[src/sv/mmcd_pkg.sv]
// Shared types and constants for the min/max column decimator.
// Used by every module of the block; depends on nothing else.

package mmcd_pkg;

    // Default parameter values
    localparam int SAMPLE_BITS_DEF = 16;
    localparam int MAX_COLUMNS_DEF = 4096;

    // Configuration register widths and port layout
    localparam int CFG_N_W     = 21;
    localparam int CFG_W_W     = 13;
    localparam int CFG_ROW_W   = 11;
    localparam int CFG_DATA_W  = 21;
    localparam int CFG_INDEX_W = 2;

    // Configuration register indexes
    localparam logic [CFG_INDEX_W-1:0] REG_SAMPLE_COUNT = 2'd0;
    localparam logic [CFG_INDEX_W-1:0] REG_COLUMN_COUNT = 2'd1;
    localparam logic [CFG_INDEX_W-1:0] REG_CENTER_ROW   = 2'd2;
    localparam logic [CFG_INDEX_W-1:0] REG_HALF_HEIGHT  = 2'd3;

    // Register reset values
    localparam logic [CFG_N_W-1:0]   RST_SAMPLE_COUNT = 21'd1024;
    localparam logic [CFG_W_W-1:0]   RST_COLUMN_COUNT = 13'd1024;
    localparam logic [CFG_ROW_W-1:0] RST_CENTER_ROW   = 11'd60;
    localparam logic [CFG_ROW_W-1:0] RST_HALF_HEIGHT  = 11'd54;

    // Result word layout
    localparam int COLUMN_W   = 12;
    localparam int ROW_W      = 13;
    localparam int SCALED_W   = 12;
    localparam int OUT_DATA_W = 40;
    localparam int OUT_USER_W = 2;

    // Results produced by one sample at most
    localparam int MAX_OUT      = 64;
    localparam int RESULT_CNT_W = 7;

    // Depth of the queue between front and back
    localparam int QUEUE_DEPTH = 4;

    // One event from the back end to the output stage
    typedef struct packed {
        logic                point;   // 1: new column point, 0: copy of last point
        logic                emit;    // the event produces a result word
        logic                last;    // final result caused by this sample
        logic                fend;    // point of the frame's last column
        logic [COLUMN_W-1:0] column;
    } mmcd_evt_t;

endpackage

[src/sv/minmax_column_decimator_core.sv]
// Min/max column decimator: one frame of samples becomes one point per column.
// A sample word is registered in the queue; the back end turns it into events, and the
// output stage registers each result word onto m_tdata.
// Throughput: one sample word per cycle while the queue is not full; every empty column
// that a sample walks over takes its own back-end step, whether or not its copy word is sent.
// Synchronous active-low reset loads register defaults and restarts the frame; a write also restarts the frame.

module minmax_column_decimator_core
    import mmcd_pkg::*;
#(
    parameter int SAMPLE_BITS = SAMPLE_BITS_DEF,
    parameter int MAX_COLUMNS = MAX_COLUMNS_DEF
) (
    input  logic                                aclk,
    input  logic                                aresetn,
    // Configuration write port
    input  logic                                cfg_wr_en,
    input  logic [CFG_INDEX_W-1:0]              cfg_index,
    input  logic [CFG_DATA_W-1:0]               cfg_data,
    // Sample input
    input  logic                                s_tvalid,
    output logic                                s_tready,
    input  logic [((SAMPLE_BITS+7)/8)*8-1:0]    s_tdata,  // [SAMPLE_BITS-1:0] sample
    // Result output
    output logic                                m_tvalid,
    input  logic                                m_tready,
    output logic [OUT_DATA_W-1:0]               m_tdata,  // column, y_upper, y_lower
    output logic                                m_tlast,
    output logic [OUT_USER_W-1:0]               m_tuser   // repeated, frame_end
);

    localparam int WW    = $clog2(MAX_COLUMNS + 1);
    localparam int CW    = $clog2(MAX_COLUMNS);
    localparam int ACC_W = CFG_N_W + WW + 1;
    localparam int Q_W   = SAMPLE_BITS + 2 * ACC_W;

    logic [CFG_N_W-1:0]   sample_count_reg;
    logic [CFG_W_W-1:0]   column_count_reg;
    logic [CFG_ROW_W-1:0] center_row_reg;
    logic [CFG_ROW_W-1:0] half_height_reg;
    logic                 restart;

    logic [CFG_N_W-1:0]   n_eff;
    logic [31:0]          col_cnt_ext;
    logic [31:0]          w_clamped;
    logic [WW-1:0]        w_eff;

    logic                 q_full;
    logic                 q_push;
    logic [Q_W-1:0]       q_wdata;
    logic                 q_pop;
    logic [Q_W-1:0]       q_rdata;
    logic                 q_valid;

    logic                   evt_ready;
    logic                   evt_valid;
    mmcd_evt_t              evt;
    logic [SAMPLE_BITS-1:0] evt_max;
    logic [SAMPLE_BITS-1:0] evt_min;

    // Register writes; every valid index restarts the frame.
    always_comb begin
        unique case (cfg_index)
            REG_SAMPLE_COUNT,
            REG_COLUMN_COUNT,
            REG_CENTER_ROW,
            REG_HALF_HEIGHT: restart = cfg_wr_en;
            default:         restart = 1'b0;
        endcase
    end

    always_ff @(posedge aclk) begin
        if (!aresetn) begin
            sample_count_reg <= RST_SAMPLE_COUNT;
            column_count_reg <= RST_COLUMN_COUNT;
            center_row_reg   <= RST_CENTER_ROW;
            half_height_reg  <= RST_HALF_HEIGHT;
        end else if (cfg_wr_en) begin
            unique case (cfg_index)
                REG_SAMPLE_COUNT: sample_count_reg <= cfg_data[CFG_N_W-1:0];
                REG_COLUMN_COUNT: column_count_reg <= cfg_data[CFG_W_W-1:0];
                REG_CENTER_ROW:   center_row_reg   <= cfg_data[CFG_ROW_W-1:0];
                REG_HALF_HEIGHT:  half_height_reg  <= cfg_data[CFG_ROW_W-1:0];
                default: ;
            endcase
        end
    end

    // Effective sample and column counts
    assign n_eff       = (sample_count_reg == '0) ? CFG_N_W'(1) : sample_count_reg;
    assign col_cnt_ext = 32'(column_count_reg);

    always_comb begin
        if (col_cnt_ext == 32'd0) begin
            w_clamped = 32'd1;
        end else if (col_cnt_ext > 32'(MAX_COLUMNS)) begin
            w_clamped = 32'(MAX_COLUMNS);
        end else begin
            w_clamped = col_cnt_ext;
        end
    end

    assign w_eff = w_clamped[WW-1:0];

    mmcd_front #(
        .SAMPLE_BITS (SAMPLE_BITS),
        .WW          (WW),
        .ACC_W       (ACC_W)
    ) u_front (
        .aclk     (aclk),
        .aresetn  (aresetn),
        .restart  (restart),
        .n_eff    (n_eff),
        .w_eff    (w_eff),
        .s_tvalid (s_tvalid),
        .s_tready (s_tready),
        .sample   (s_tdata[SAMPLE_BITS-1:0]),
        .q_full   (q_full),
        .q_push   (q_push),
        .q_wdata  (q_wdata)
    );

    mmcd_queue #(
        .WIDTH (Q_W),
        .DEPTH (QUEUE_DEPTH)
    ) u_queue (
        .aclk      (aclk),
        .aresetn   (aresetn),
        .push      (q_push),
        .wdata     (q_wdata),
        .pop       (q_pop),
        .rdata     (q_rdata),
        .full      (q_full),
        .not_empty (q_valid)
    );

    mmcd_back #(
        .SAMPLE_BITS (SAMPLE_BITS),
        .WW          (WW),
        .CW          (CW),
        .ACC_W       (ACC_W)
    ) u_back (
        .aclk      (aclk),
        .aresetn   (aresetn),
        .restart   (restart),
        .n_eff     (n_eff),
        .w_eff     (w_eff),
        .q_valid   (q_valid),
        .q_rdata   (q_rdata),
        .q_pop     (q_pop),
        .evt_ready (evt_ready),
        .evt_valid (evt_valid),
        .evt       (evt),
        .evt_max   (evt_max),
        .evt_min   (evt_min)
    );

    mmcd_out #(
        .SAMPLE_BITS (SAMPLE_BITS)
    ) u_out (
        .aclk        (aclk),
        .aresetn     (aresetn),
        .center_row  (center_row_reg),
        .half_height (half_height_reg),
        .evt_valid   (evt_valid),
        .evt         (evt),
        .evt_max     (evt_max),
        .evt_min     (evt_min),
        .evt_ready   (evt_ready),
        .m_tvalid    (m_tvalid),
        .m_tready    (m_tready),
        .m_tdata     (m_tdata),
        .m_tlast     (m_tlast),
        .m_tuser     (m_tuser)
    );

endmodule

[src/sv/mmcd_queue.sv]
// Small register FIFO that decouples the front end from the back end.
// Depends on mmcd_pkg for its default depth; generic width and depth.

module mmcd_queue
    import mmcd_pkg::*;
#(
    parameter int WIDTH = 16,
    parameter int DEPTH = QUEUE_DEPTH
) (
    input  logic             aclk,
    input  logic             aresetn,
    input  logic             push,
    input  logic [WIDTH-1:0] wdata,
    input  logic             pop,
    output logic [WIDTH-1:0] rdata,
    output logic             full,
    output logic             not_empty
);

    localparam int AW = (DEPTH > 1) ? $clog2(DEPTH) : 1;
    localparam int CNT_W = $clog2(DEPTH + 1);

    logic [WIDTH-1:0] mem_reg [DEPTH];
    logic [AW-1:0]    wr_ptr_reg;
    logic [AW-1:0]    rd_ptr_reg;
    logic [CNT_W-1:0] count_reg;
    logic [AW-1:0]    wr_ptr_next;
    logic [AW-1:0]    rd_ptr_next;
    logic [CNT_W-1:0] count_next;
    logic             do_push;
    logic             do_pop;

    assign full      = (count_reg == CNT_W'(DEPTH));
    assign not_empty = (count_reg != '0);
    assign do_push   = push && !full;
    assign do_pop    = pop && not_empty;
    assign rdata     = mem_reg[rd_ptr_reg];

    // Pointer and fill count update
    always_comb begin
        wr_ptr_next = wr_ptr_reg;
        rd_ptr_next = rd_ptr_reg;
        count_next  = count_reg;
        if (do_push) begin
            wr_ptr_next = (wr_ptr_reg == AW'(DEPTH - 1)) ? '0 : wr_ptr_reg + 1'b1;
        end
        if (do_pop) begin
            rd_ptr_next = (rd_ptr_reg == AW'(DEPTH - 1)) ? '0 : rd_ptr_reg + 1'b1;
        end
        if (do_push && !do_pop) begin
            count_next = count_reg + 1'b1;
        end else if (do_pop && !do_push) begin
            count_next = count_reg - 1'b1;
        end
    end

    always_ff @(posedge aclk) begin
        if (!aresetn) begin
            wr_ptr_reg <= '0;
            rd_ptr_reg <= '0;
            count_reg  <= '0;
        end else begin
            wr_ptr_reg <= wr_ptr_next;
            rd_ptr_reg <= rd_ptr_next;
            count_reg  <= count_next;
        end
    end

    // Storage needs no reset
    always_ff @(posedge aclk) begin
        if (do_push) begin
            mem_reg[wr_ptr_reg] <= wdata;
        end
    end

endmodule

[src/sv/mmcd_front.sv]
// Front end: accepts samples and tags each with its column boundary limits.
// Depends on mmcd_pkg; feeds mmcd_queue.

module mmcd_front
    import mmcd_pkg::*;
#(
    parameter int SAMPLE_BITS = SAMPLE_BITS_DEF,
    parameter int WW          = 13,
    parameter int ACC_W       = 35
) (
    input  logic                             aclk,
    input  logic                             aresetn,
    input  logic                             restart,
    input  logic [CFG_N_W-1:0]               n_eff,
    input  logic [WW-1:0]                    w_eff,
    input  logic                             s_tvalid,
    output logic                             s_tready,
    input  logic [SAMPLE_BITS-1:0]           sample,
    input  logic                             q_full,
    output logic                             q_push,
    output logic [SAMPLE_BITS+2*ACC_W-1:0]   q_wdata
);

    logic [CFG_N_W-1:0] idx_reg;
    logic [CFG_N_W-1:0] idx_next;
    logic [ACC_W-1:0]   tacc_reg;
    logic [ACC_W-1:0]   tacc_next;
    logic               fresh_reg;
    logic               fresh_next;
    logic [ACC_W-1:0]   t1;
    logic [ACC_W-1:0]   t2;
    logic [CFG_N_W:0]   idx_inc;
    logic               wrap;

    assign s_tready = !q_full;
    assign q_push   = s_tvalid && !q_full;

    // A fresh frame starts with (index + 1) * W equal to W.
    assign t1      = fresh_reg ? ACC_W'(w_eff) : tacc_reg;
    assign t2      = t1 + ACC_W'(w_eff);
    assign idx_inc = {1'b0, idx_reg} + 1'b1;
    assign wrap    = (idx_inc >= {1'b0, n_eff});
    assign q_wdata = {t2, t1, sample};

    // Sample index and running (index + 1) * W
    always_comb begin
        idx_next   = idx_reg;
        tacc_next  = tacc_reg;
        fresh_next = fresh_reg;
        if (q_push) begin
            if (wrap) begin
                idx_next   = '0;
                fresh_next = 1'b1;
            end else begin
                idx_next   = idx_inc[CFG_N_W-1:0];
                tacc_next  = t2;
                fresh_next = 1'b0;
            end
        end
    end

    always_ff @(posedge aclk) begin
        if (!aresetn || restart) begin
            idx_reg   <= '0;
            fresh_reg <= 1'b1;
        end else begin
            idx_reg   <= idx_next;
            fresh_reg <= fresh_next;
        end
    end

    always_ff @(posedge aclk) begin
        tacc_reg <= tacc_next;
    end

endmodule

[src/sv/mmcd_back.sv]
// Back end: walks the columns, tracks extremes and issues point and copy events.
// Depends on mmcd_pkg; reads mmcd_queue and drives mmcd_out.

module mmcd_back
    import mmcd_pkg::*;
#(
    parameter int SAMPLE_BITS = SAMPLE_BITS_DEF,
    parameter int WW          = 13,
    parameter int CW          = 12,
    parameter int ACC_W       = 35
) (
    input  logic                           aclk,
    input  logic                           aresetn,
    input  logic                           restart,
    input  logic [CFG_N_W-1:0]             n_eff,
    input  logic [WW-1:0]                  w_eff,
    input  logic                           q_valid,
    input  logic [SAMPLE_BITS+2*ACC_W-1:0] q_rdata,
    output logic                           q_pop,
    input  logic                           evt_ready,
    output logic                           evt_valid,
    output mmcd_evt_t                      evt,
    output logic [SAMPLE_BITS-1:0]         evt_max,
    output logic [SAMPLE_BITS-1:0]         evt_min
);

    localparam logic PH_MAIN = 1'b0;
    localparam logic PH_POST = 1'b1;

    localparam logic [SAMPLE_BITS-1:0] S_MIN = {1'b1, {(SAMPLE_BITS-1){1'b0}}};
    localparam logic [SAMPLE_BITS-1:0] S_MAX = {1'b0, {(SAMPLE_BITS-1){1'b1}}};

    logic                    phase_reg, phase_next;
    logic [CW-1:0]           col_reg, col_next;
    logic [ACC_W-1:0]        acc_reg, acc_next;
    logic                    fresh_reg, fresh_next;
    logic                    pt_valid_reg, pt_valid_next;
    logic [RESULT_CNT_W-1:0] k_reg, k_next;
    logic [SAMPLE_BITS-1:0]  max_reg, max_next;
    logic [SAMPLE_BITS-1:0]  min_reg, min_next;

    logic [SAMPLE_BITS-1:0]  smp;
    logic [ACC_W-1:0]        t1;
    logic [ACC_W-1:0]        t2;
    logic [ACC_W-1:0]        acc_cur;
    logic [ACC_W-1:0]        acc_inc;
    logic [WW:0]             col_p1;
    logic [WW:0]             col_p2;
    logic                    has_next_col;
    logic                    more_after;
    logic                    pre;
    logic                    close;
    logic                    room;
    logic                    cap_last;
    logic                    fire;
    logic [SAMPLE_BITS-1:0]  new_max;
    logic [SAMPLE_BITS-1:0]  new_min;

    // Unpack the queue word
    assign smp = q_rdata[SAMPLE_BITS-1:0];
    assign t1  = q_rdata[SAMPLE_BITS+ACC_W-1:SAMPLE_BITS];
    assign t2  = q_rdata[SAMPLE_BITS+2*ACC_W-1:SAMPLE_BITS+ACC_W];

    // Boundary accumulator holds (column + 1) * N; a fresh frame reads as N.
    assign acc_cur = fresh_reg ? ACC_W'(n_eff) : acc_reg;
    assign acc_inc = acc_cur + ACC_W'(n_eff);

    // Column tests against the effective column count
    assign col_p1       = (WW+1)'(col_reg) + 1'b1;
    assign col_p2       = (WW+1)'(col_reg) + 2'd2;
    assign has_next_col = (col_p1 < {1'b0, w_eff});
    assign more_after   = (col_p2 < {1'b0, w_eff}) && (acc_inc < t2);
    assign pre          = has_next_col && (acc_cur < t1);
    assign close        = (acc_cur < t2);

    // Result budget for the current sample
    assign room     = (k_reg < RESULT_CNT_W'(MAX_OUT));
    assign cap_last = (k_reg == RESULT_CNT_W'(MAX_OUT - 1));

    assign new_max = ($signed(smp) > $signed(max_reg)) ? smp : max_reg;
    assign new_min = ($signed(smp) < $signed(min_reg)) ? smp : min_reg;

    assign fire    = q_valid && evt_ready;
    assign evt_max = new_max;
    assign evt_min = new_min;

    // One step per cycle if not stalled: empty column, sample or trailing copy.
    always_comb begin
        phase_next    = phase_reg;
        col_next      = col_reg;
        acc_next      = acc_reg;
        fresh_next    = fresh_reg;
        pt_valid_next = pt_valid_reg;
        k_next        = k_reg;
        max_next      = max_reg;
        min_next      = min_reg;
        q_pop         = 1'b0;
        evt_valid     = 1'b0;
        evt.point     = 1'b0;
        evt.emit      = 1'b0;
        evt.last      = 1'b0;
        evt.fend      = 1'b0;
        evt.column    = COLUMN_W'(col_reg);
        if (fire) begin
            unique case (phase_reg)
                PH_MAIN: begin
                    if (pre) begin
                        // Empty column ahead of this sample
                        col_next   = col_reg + 1'b1;
                        acc_next   = acc_inc;
                        fresh_next = 1'b0;
                        if (pt_valid_reg && room) begin
                            evt_valid = 1'b1;
                            evt.emit  = 1'b1;
                            evt.last  = cap_last || !(acc_inc < t2);
                            k_next    = k_reg + 1'b1;
                        end
                    end else if (close) begin
                        // The sample closes the current column.
                        evt_valid = 1'b1;
                        evt.point = 1'b1;
                        evt.emit  = room;
                        evt.fend  = !has_next_col;
                        evt.last  = cap_last || !has_next_col || !more_after;
                        max_next  = S_MIN;
                        min_next  = S_MAX;
                        if (!has_next_col) begin
                            col_next      = '0;
                            fresh_next    = 1'b1;
                            pt_valid_next = 1'b0;
                            q_pop         = 1'b1;
                            k_next        = '0;
                        end else begin
                            col_next      = col_reg + 1'b1;
                            acc_next      = acc_inc;
                            fresh_next    = 1'b0;
                            pt_valid_next = 1'b1;
                            if (more_after) begin
                                phase_next = PH_POST;
                                k_next     = room ? k_reg + 1'b1 : k_reg;
                            end else begin
                                q_pop  = 1'b1;
                                k_next = '0;
                            end
                        end
                    end else begin
                        // Sample inside the column
                        max_next = new_max;
                        min_next = new_min;
                        q_pop    = 1'b1;
                        k_next   = '0;
                    end
                end
                PH_POST: begin
                    // Empty columns that end on this sample repeat the point.
                    col_next   = col_reg + 1'b1;
                    acc_next   = acc_inc;
                    fresh_next = 1'b0;
                    if (room) begin
                        evt_valid = 1'b1;
                        evt.emit  = 1'b1;
                        evt.last  = cap_last || !more_after;
                        k_next    = k_reg + 1'b1;
                    end
                    if (!more_after) begin
                        phase_next = PH_MAIN;
                        q_pop      = 1'b1;
                        k_next     = '0;
                    end
                end
                default: begin
                    phase_next = PH_MAIN;
                end
            endcase
        end
    end

    always_ff @(posedge aclk) begin
        if (!aresetn || restart) begin
            phase_reg    <= PH_MAIN;
            col_reg      <= '0;
            fresh_reg    <= 1'b1;
            pt_valid_reg <= 1'b0;
            k_reg        <= '0;
            max_reg      <= S_MIN;
            min_reg      <= S_MAX;
        end else begin
            phase_reg    <= phase_next;
            col_reg      <= col_next;
            fresh_reg    <= fresh_next;
            pt_valid_reg <= pt_valid_next;
            k_reg        <= k_next;
            max_reg      <= max_next;
            min_reg      <= min_next;
        end
    end

    always_ff @(posedge aclk) begin
        acc_reg <= acc_next;
    end

endmodule

[src/sv/mmcd_out.sv]
// Output stage: scales extremes to screen rows and holds the result word.
// Depends on mmcd_pkg; takes events from mmcd_back.

module mmcd_out
    import mmcd_pkg::*;
#(
    parameter int SAMPLE_BITS = SAMPLE_BITS_DEF
) (
    input  logic                   aclk,
    input  logic                   aresetn,
    input  logic [CFG_ROW_W-1:0]   center_row,
    input  logic [CFG_ROW_W-1:0]   half_height,
    input  logic                   evt_valid,
    input  mmcd_evt_t              evt,
    input  logic [SAMPLE_BITS-1:0] evt_max,
    input  logic [SAMPLE_BITS-1:0] evt_min,
    output logic                   evt_ready,
    output logic                   m_tvalid,
    input  logic                   m_tready,
    output logic [OUT_DATA_W-1:0]  m_tdata,
    output logic                   m_tlast,
    output logic [OUT_USER_W-1:0]  m_tuser
);

    localparam int PROD_W = SAMPLE_BITS + CFG_ROW_W + 1;

    logic signed [PROD_W-1:0]   prod_up;
    logic signed [PROD_W-1:0]   prod_lo;
    logic signed [SCALED_W-1:0] scaled_up;
    logic signed [SCALED_W-1:0] scaled_lo;
    logic [ROW_W-1:0]           row_up;
    logic [ROW_W-1:0]           row_lo;
    logic [ROW_W-1:0]           center_ext;

    logic                  tvalid_reg;
    logic [OUT_DATA_W-1:0] tdata_reg;
    logic                  tlast_reg;
    logic [OUT_USER_W-1:0] tuser_reg;
    logic [COLUMN_W-1:0]   last_col_reg;
    logic [ROW_W-1:0]      last_up_reg;
    logic [ROW_W-1:0]      last_lo_reg;
    logic [COLUMN_W-1:0]   sel_col;
    logic [ROW_W-1:0]      sel_up;
    logic [ROW_W-1:0]      sel_lo;

    assign evt_ready = !tvalid_reg || m_tready;
    assign m_tvalid  = tvalid_reg;
    assign m_tdata   = tdata_reg;
    assign m_tlast   = tlast_reg;
    assign m_tuser   = tuser_reg;

    // Row = center - floor(v * half / 2^(SAMPLE_BITS-1))
    assign prod_up    = $signed(evt_max) * $signed({1'b0, half_height});
    assign prod_lo    = $signed(evt_min) * $signed({1'b0, half_height});
    assign scaled_up  = prod_up[SAMPLE_BITS+SCALED_W-2:SAMPLE_BITS-1];
    assign scaled_lo  = prod_lo[SAMPLE_BITS+SCALED_W-2:SAMPLE_BITS-1];
    assign center_ext = {{(ROW_W-CFG_ROW_W){1'b0}}, center_row};
    assign row_up     = center_ext - {scaled_up[SCALED_W-1], scaled_up};
    assign row_lo     = center_ext - {scaled_lo[SCALED_W-1], scaled_lo};

    // A copy repeats the stored point.
    assign sel_col = evt.point ? evt.column : last_col_reg;
    assign sel_up  = evt.point ? row_up : last_up_reg;
    assign sel_lo  = evt.point ? row_lo : last_lo_reg;

    always_ff @(posedge aclk) begin
        if (!aresetn) begin
            tvalid_reg <= 1'b0;
        end else if (evt_valid && evt.emit) begin
            tvalid_reg <= 1'b1;
        end else if (m_tready) begin
            tvalid_reg <= 1'b0;
        end
    end

    // Result word and the last point, kept even when its word is dropped
    always_ff @(posedge aclk) begin
        if (evt_valid && evt.emit) begin
            tdata_reg <= {{(OUT_DATA_W-COLUMN_W-2*ROW_W){1'b0}}, sel_lo, sel_up, sel_col};
            tlast_reg <= evt.last;
            tuser_reg <= {evt.fend, !evt.point};
        end
        if (evt_valid && evt.point) begin
            last_col_reg <= evt.column;
            last_up_reg  <= row_up;
            last_lo_reg  <= row_lo;
        end
    end

endmodule
[config.mk]
export PLATFORM = sky130hd
export DESIGN_NAME = minmax_column_decimator_core
export DESIGN_NICKNAME = d
export VERILOG_FILES = /design/src/sv/mmcd_pkg.sv /design/src/sv/minmax_column_decimator_core.sv /design/src/sv/mmcd_queue.sv /design/src/sv/mmcd_front.sv /design/src/sv/mmcd_back.sv /design/src/sv/mmcd_out.sv
export SDC_FILE = /design/constraint.sdc
export NUM_CORES = 2
export LEC_CHECK = 0
export BUFFER_PORTS_ARGS = -buffer_cell sky130_fd_sc_hd__buf_4
export CORE_ASPECT_RATIO = 0.75
export CORE_UTILIZATION = 40
export CTS_CLUSTER_SIZE = 40
export DETAILED_ROUTE_END_ITERATION = 10
export MAX_ROUTING_LAYER = met4
export PLACE_DENSITY_LB_ADDON = 0.05
export SYNTH_ARGS = -nofsm -noshare
export SYNTH_HDL_FRONTEND = slang
export SYNTH_SLANG_ARGS = --single-unit
[constraint.sdc]
create_clock -name aclk -period 19.45 [get_ports aclk]
set_input_delay 1.945 -clock aclk [delete_from_list [all_inputs] [get_ports aclk]]
set_output_delay 1.945 -clock aclk [all_outputs]
set_load 0.01 [all_outputs]
==> implementation parameters <==
Parameter                              Value

Floorplanning
  Height of the chip    291 um
  Width of the die    just under 400 um
  Die area    approximately 110,000 um2
  Effective utilization at floorplan    0.406
  Floorplan row count    between 100 and 150
  Num ports    89
  Placeable core region    110,000 um2

Critical path
  Largest delay share family, worst path    adder cells
  Endpoint type of the worst setup path    flip-flop
  Data arrival time of the critical path    around 13,000 ps
  Maximum fanout count along the critical path    44
  CP dominant cell by count    sky130_fd_sc_hd__fa_1
  Maximum single-stage delay on the critical path    approximately 850 ps
  Cell type of the slowest stage on the worst timing path    sky130_fd_sc_hd__dfxtp_4
  Worst Path Buf+Inv    5
  Worst Setup Path Type    flip-flop to flip-flop
  Required arrival time at the worst endpoint    19,850 ps
  Startpoint type of the worst setup path    flip-flop

Clocking
  TritonCTS clock tree    done
  H-tree level count    3
  # resized after CTS    0
  Clock tree root driver cell    sky130_fd_sc_hd__clkbuf_16
  Clock sink count    approximately 640
  Register clock-pin slew on the reported worst setup and hold paths    about 60 ps
  Total setup buffers inserted after CTS    0
  Maximum clock path buffer count    3
  Hold-fix buffer count after cts    0
  Clock network latency to the later pin of the worst-skew pair    around 660 ps
  Num CTS Buffers    between 70 and 80

Layout
  Number of nets in the layout    between 4,000 and 5,000
  Flip-flop count of the largest register after layout    around 340
  Synth-to-layout area growth    10.1%
  Layout Cells excl Fill    5,653
  Layout cells sized above 1    0.106
  Filler cell count in the final layout    roughly 10,000

Yosys
  Top_reg_cell synth    sky130_fd_sc_hd__edfxtp_1
  Top post-synthesis cells by count    605 x sky130_fd_sc_hd__inv_1, 572 x sky130_fd_sc_hd__nand2_1, 493 x sky130_fd_sc_hd__edfxtp_1
  Cell variety after synth    between 80 and 90
  Syn Std Cell Area    around 45,000 um2
  Average footprint of a synthesized cell    around 11 um2
  Post-synthesis instance total    between 4,000 and 5,000
  Cell types with the largest area share after synthesis    sky130_fd_sc_hd__edfxtp_1 33%, sky130_fd_sc_hd__fa_1 14%, sky130_fd_sc_hd__ha_1 9.9%, sky130_fd_sc_hd__dfxtp_1 6.4%, sky130_fd_sc_hd__inv_1 5.1%
  Syn. warnings    0
  Sequential cell area fraction in the yosys report    0.395
  Synth top area share    0.331
  Post-synthesis sequential element count    approximately 640
  Dominant cell by count in the synthesized netlist    sky130_fd_sc_hd__inv_1
  Biggest area consumer among synthesized cells    sky130_fd_sc_hd__edfxtp_1
  Post-synth EDFFs    between 400 and 500
  Post-synth ARST share    0

Timing
  Final Max Tran Viols    0
  Final period demand of the worst path    12,480 ps
  Final worst clock skew    34.7 ps
  Total Neg Setup Slack    0 ps
  Final Hold Vio Count    0
  Unrepaired setup endpoints after global routing    false
  Worst-case headroom to the max-slew limit    0.200
  Actual slew at the worst max-slew pin    between 1000 and 1500 ps
  Finish-stage setup viols    0
  Fmax achieved    between 80 and 90 MHz
  Share of the clock period used by the worst path after layout    0.642

Global routing
  Number of global-route vias before repair    about 30,000
  Initial antenna violation count    3
  Overflow left after global routing    0
  Largest net degree at the start of global routing    between 70 and 80
  All-Layer GR Usage    0.231
  Global-route wire length before repair    ~190,000 um

Route
  Drt pass-1 iters    5
  Average wire per standard cell    ~22 um
  Total wire length    about 120,000 um
  Detail Route Antenna Nets    0
  Total number of vias    29,779
  Vias per std cell    roughly 5.3
  Detailed-route DRC error count    0
  Iter 0 DRT Violations    about 2,200

Run status
  Outcome    completed

Placed design
  DP Wirelength    between 90,000 and 100,000 um
  Count of buffers inserted at the top-level ports    86
  Placed cell count    ~5,500
  Last weighted congestion value of the routability-driven placer    between 0.8 and 0.9

Hold path
  Class of the most critical hold timing path    flip-flop to flip-flop

Run
  Number of max-cap violations    0
[area by class of cell]
class	count	area, um2	share of cell area
timing repair buffer	122	916	0.0186
tap	1444	1810	0.0367
clock inverter	44	448	0.00911
inverter	606	2270	0.0463
antenna	2	5.00	0.000102
clock buffer	89	1940	0.0394
sequential	635	17700	0.359
multi-input combinational	2711	24100	0.491
[cells by family after synthesis]
group                      share of synthesized area
adders and majority gates                      0.242
xor gates and xnor gates                      0.0274
AOI/OAI and AO/OA                             0.0784
muxes                                         0.0633
other                                      0.0000839
DFF                                            0.395
and+or+nand+nor                                0.127
buffers and inverters                         0.0668
[layout by cell type (no fill, tap or decap), drive strengths merged, types with 15 or more instances in the layout]
cell type and n:
fa 319, o211ai 21, nor3 51, a21oi 128, nor4 22, o21a 20, or3 18, mux2 73
a211oi 17, nor2 161, buf 122, ha 355, xnor2 85, nand2b 15, xor2 55, nand3 68
and2 122, nor2b 54, a21boi 54, mux4 86, inv 613, dfxtp 142, a21o 63, and3 21
nand4 44, o22ai 22, a22oi 19, o21ai 101, nand2 572, edfxtp 493, clkbuf 89, clkinv 25
[per-layer routing]
metal	global-route usage	wire (um)	up-vias
met4	0.0363	1850	0
li1	-	-	14096
met1	0.381	68100	14894
met5	-	0	-
met2	0.287	45800	683
met3	0.0413	7480	106
[worst paths after layout]
path / startpoint / to / slack [ps] / cells after the start
setup / recovery: flip-flop / u_out.m_tdata[23] / 6970 / 37
hold / removal: u_back.fresh_reg / u_back.fresh_reg / 460 / 1
setup reg to reg: flip-flop / u_out.m_tdata[23] / 6970 / 37
hold reg to reg: u_back.fresh_reg / u_back.fresh_reg / 460 / 1
[metrics by stage]
| step | hold slack [ps] | instance area, um2 | util | setup slack, ps |
|---|---|---|---|---|
| 2_1_floorplan | 406 | 44700 | - | 9010 |
| 3_3_place_gp | 437 | 46800 | 0.425 | 7210 |
| 3_5_place_dp | 443 | 46800 | 0.425 | 7000 |
| 4_1_cts | 460 | 49200 | 0.447 | 6960 |
| 5_1_grt | 483 | 49200 | 0.447 | 6040 |
| 6_report | 464 | 49200 | 0.447 | 6970 |
Power is not shown: default switching activity piles up to over one toggle a cycle in this logic, so the estimate is an artifact.
